==> src/sv/bdd_pkg.sv <==
// Shared types and constants for the Bayer 2x2 downsample demosaic block.
package bdd_pkg;

	typedef enum logic [1:0] {
		TILE_RGGB = 2'd0,
		TILE_GBRG = 2'd1,
		TILE_GRBG = 2'd2,
		TILE_BGGR = 2'd3
	} bdd_tile_t;

	typedef enum logic [0:0] {
		REG_TILE_PATTERN = 1'b0,
		REG_LINE_WIDTH   = 1'b1
	} bdd_reg_t;

	localparam int unsigned CFG_DATA_W = 12;
	localparam logic [CFG_DATA_W-1:0] LINE_WIDTH_RESET = 12'd640;

	typedef struct packed {
		logic [7:0] pixel;
		logic       frame_start;
	} bdd_in_t;

	typedef struct packed {
		logic [7:0] red;
		logic [7:0] green;
		logic [7:0] blue;
		logic       row_end;
	} bdd_out_t;

	typedef struct packed {
		logic [7:0] tl;
		logic [7:0] tr;
		logic [7:0] bl;
		logic [7:0] br;
		logic       row_end;
	} bdd_quad_t;

endpackage

==> src/sv/bdd_quad.sv <==
// Color selection and green averaging for one 2x2 quad.
module bdd_quad (
	input  bdd_pkg::bdd_tile_t tile,
	input  bdd_pkg::bdd_quad_t quad,
	output bdd_pkg::bdd_out_t  rgb
);
	import bdd_pkg::*;

	logic [8:0] diag_sum;
	logic [8:0] anti_sum;

	assign diag_sum = {1'b0, quad.tl} + {1'b0, quad.br};
	assign anti_sum = {1'b0, quad.tr} + {1'b0, quad.bl};

	always_comb begin
		rgb.row_end = quad.row_end;
		unique case (tile)
			TILE_RGGB: begin
				rgb.red   = quad.tl;
				rgb.blue  = quad.br;
				rgb.green = anti_sum[8:1];
			end
			TILE_GBRG: begin
				rgb.red   = quad.bl;
				rgb.blue  = quad.tr;
				rgb.green = diag_sum[8:1];
			end
			TILE_GRBG: begin
				rgb.red   = quad.tr;
				rgb.blue  = quad.bl;
				rgb.green = diag_sum[8:1];
			end
			TILE_BGGR: begin
				rgb.red   = quad.br;
				rgb.blue  = quad.tl;
				rgb.green = anti_sum[8:1];
			end
			default: begin
				rgb.red   = quad.tl;
				rgb.blue  = quad.br;
				rgb.green = anti_sum[8:1];
			end
		endcase
	end

endmodule

==> config.mk <==
export PLATFORM = sky130hd
export DESIGN_NAME = bdd_quad
export DESIGN_NICKNAME = d
export VERILOG_FILES = /design/src/sv/bdd_pkg.sv /design/src/sv/bdd_quad.sv
export SDC_FILE = /design/constraint.sdc
export NUM_CORES = 1
export LEC_CHECK = 0
export BUFFER_PORTS_ARGS = -buffer_cell sky130_fd_sc_hd__buf_2
export CAP_MARGIN = 20
export CORE_AREA = 2 2 69 71
export DETAILED_ROUTE_END_ITERATION = 12
export DIE_AREA = 0 0 71 73
export PLACE_DENSITY = 0.58
export SKIP_LAST_GASP = 1
export SLEW_MARGIN = 20
export SYNTH_ARGS = -nofsm -noshare
export SYNTH_HDL_FRONTEND = slang
export SYNTH_SLANG_ARGS = --single-unit
==> constraint.sdc <==
create_clock -name vclk -period 2.7
set_input_delay 0.54 -clock vclk [all_inputs]
set_output_delay 0.54 -clock vclk [all_outputs]
set_load 0.005 [all_outputs]
== After elaboration in Yosys (flattened, before gate mapping) ==
Cells that the tools add are included.

* Add/sub/neg operators: 2
* $lt $le $gt $ge: 0
* Mux-type cells: 1
* Divide/modulo/power cells: 0
* Multiply operators: 0
* Eq/ne operators: 3
* Shift-type cells: 0
* Reductions and logical operators: 1
* Bitwise logic cells: 0

{| class="wikitable"
|+ Operator list
! kind !! number
|-
| $pmux W24 S4 || 1
|-
| $add A8 B8 Y9 || 2
|-
| $eq A2 B2 Y1 const B || 2
|-
| $eq A2 B1 Y1 const B || 1
|-
| $logic_not A2 Y1 || 1
|}

* Memory bits (writable): 0
* Latch bits: 0
* Memories: 0
* Memory bits (read-only): 0
* Output and inout bits: 25
* Register bits after elaboration: 0
* Bits of input ports: 35

== Logic depth before layout (Yosys ltp) ==
* Depth in word-level cells: 2
* Gate-level depth with buffers: 7
* Mapped depth without buffers: 7

== Worst setup path before layout ==
No wires, ideal clock.

* Path kind: input to output
* Start point: in quad[17] (netlist bit)
* End point: out rgb[14] (netlist bit)
* Required time: 2.160 ns
* Slack: 0.283 ns
* Path buffers: 0
* Stages on the path: 7
* Arrival: 1.877 ns
* Path through: and2_1 -> fa_1 -> a21o_1 -> a311oi_1 -> nor3b_1 -> nor2_2 -> a22o_1

{| class="wikitable"
|+ RTL lines
! item !! line !! RTL
|-
| start: declaration || bdd_quad.sv:4 || <nowiki>input bdd_pkg::bdd_quad_t quad,</nowiki>
|-
| end: declaration || bdd_quad.sv:5 || <nowiki>output bdd_pkg::bdd_out_t rgb</nowiki>
|}

==> impl_metrics.json <==
{
  "multi_input_area_um2": 1040,
  "synthToLayoutAreaGrowth_pct": 38.0,
  "ys_top_cells_by_area": "mux4_2, ha_1, xor2_1, a21oi_1, fa_1",
  "fp.dieArea_um2": 5180,
  "synth_nets": 155,
  "gp_congestion": 0.864,
  "drt_first_pass_iters": 4,
  "rows": 25,
  "nClkBuffers": 0,
  "end_kind": "primary output",
  "route.detailed.drc": 0,
  "finalSetupTns_ns": 0,
  "drv_slew": 0,
  "min_to": "rgb[0]",
  "crit_arrival_ns": 2.10,
  "avgSynthCellArea_um2": 10.3,
  "drive_above_1_share_pct": 57.0,
  "yosysTopAreaCell": "mux4_2",
  "hold_viol": 0,
  "max_slew.worst_pin.slew_ns": 0.310,
  "max-vdd-ir-drop_v": 0.0000450,
  "routedWlPerCell_um": 14.3,
  "die_x_um": 71,
  "crit_start": "quad[17]",
  "max_clock_freq_mhz": 379,
  "grt_remaining_overflow": 0,
  "die_height_um": 73,
  "n_antenna_cell": 0,
  "p_per_area_nw_per_um2": 226,
  "hold_depth": 0,
  "nFlopsAndLatches": 0,
  "worst-path-max-fanout": 2,
  "totalWireLength_um": 3120,
  "place_area_um2": 1470,
  "drt_iter0_markers": 46,
  "grt_setup_unrepaired": "true",
  "cellLeakagePower_nw": 0.713,
  "final_cells": 219,
  "yosysSeqAreaShare_pct": 0,
  "grt_pass1_wl_um": 4860,
  "status": "finished clean",
  "final_cell_area_um2": 1490,
  "start_util_pct": 23.7,
  "hpwl_um": 2750,
  "antenna_found_initial": 0,
  "finalNetCount": 218,
  "relSlewSlack_pct": 79.0,
  "core_um2": 4540,
  "ios": 60,
  "hold_buffers": 0,
  "num_vias": 1117,
  "max-cap-violations": 0,
  "ys_types": 36,
  "postCtsSetupRepairBufs": 0,
  "synth.cell_area_um2": 1080,
  "port_buffers": 58,
  "hold_class": "input pin to primary output",
  "ant_nets": 0,
  "yosys_warnings": 0,
  "dp.cells": 219,
  "grt_max_degree": 15,
  "seqCellArea_um2": 0,
  "setup_ws_ns": 0.0586,
  "synth_top_area_share_pct": 33.5,
  "hold_ws_ns": 1.08,
  "min_period_ns": 2.64,
  "hp-start": "quad[0]",
  "finalSetupViolations": 0,
  "num-fill-cells": 480,
  "grt_usage_pct": 11.4,
  "cp-start-kind": "input pin",
  "worst-setup-path-type": "input pin to primary output",
  "syn_inst": 104,
  "routed_via_density": 5.10,
  "grt_pass1_vias": 1040,
  "min_period_over_period_pct": 97.8,
  "cp.required_ns": 2.16,
  "place_ws_ns": -0.0504
}
## cells in the mapped netlist (3+ instances only)
master,instances
mux4_2,16
ha_1,14
a21oi_1,8
xor2_1,8
nor2_1,6
a21o_1,5
nand2_1,4
a31oi_1,3
inv_1,3
o21ai_1,3
## layout make-up
class | instances | share of cell area (%)
Tap cell | 54 | 4.55
Multi-Input combinational cell | 95 | 69.8
Inverter | 3 | 0.758
Timing Repair Buffer | 67 | 24.9
## logic make-up (layout without fill, tap and decap cells)
group	Yosys count	after routing	synth area share [%]
buf+inv	9	70	5.46
simple gates	19	19	10.0
mux	18	18	35.3
xor+xnor	11	11	9.65
fa+ha+maj	16	16	20.0
compound gates	31	31	19.5
## report_power, final
group	total (W)	switching (W)	leakage, nW	internal [W]
Combinational	0.000336	0.000158	0.713	0.000177
Sequential	0	0	0	0
Clock	0	0	0	0
## worst max-delay path, cell delays in order
cell and delay, ns:
buf_2 0.10, and2_4 0.15, fa_2 0.33, a21o_1 0.22
a311oi_2 0.31, nor3b_2 0.10, o21ai_1 0.15, a32oi_1 0.06
buf_2 0.14
## worst max-delay path by stage
stage | end | slack, ns | depth (start not counted)
floorplan | rgb[14] | 0.28 | 7
global placement | rgb[16] | -0.03 | 9
detailed placement | rgb[16] | -0.05 | 9
CTS | rgb[16] | 0.001 | 9
global route | rgb[16] | -0.04 | 9
finish | rgb[16] | 0.06 | 9
## timing repair
action / 4_1_cts / 5_1_grt
endpoints found under the setup margin: 2 / 2
resized for setup: 1 / 4
pin swaps: 0 / 5
## routing by layer
metal / global-route usage (%) / vias to the layer above / share of wire, %
met3: 0.138 / 2 / 0.90
met1: 13.2 / 551 / 39
met5: 0 / - / 0
met4: 0.839 / 0 / 0.67
li1: - / 551 / -
met2: 24.2 / 13 / 59
## metrics by stage
stage,total power (W),util [%]
2_1_floorplan,0.000203,-
3_3_place_gp,0.000331,32.3
3_5_place_dp,0.000332,32.3
4_1_cts,0.000335,32.5
5_1_grt,0.000370,32.7
6_report,0.000336,32.7
## cells in the final DEF (no fill, tap or decap), drive strengths merged
cell	n
xnor2	2
xor2	9
a21o	5
a32oi	1
o31a	1
o21ai	5
o21bai	1
inv	3
and2	1
o22ai	1
nand2b	1
nand4	1
nor2	7
o21a	1
ha	14
a311oi	1
mux2i	2
o311ai	1
buf	67
a31oi	3
nor3b	1
fa	2
a21boi	1
or2	1
a31o	1
nor2b	1
a22o	1
mux4	16
nand2	4
and4	2
a21oi	8
No activity file was read; power rests on OpenSTA's default activity.
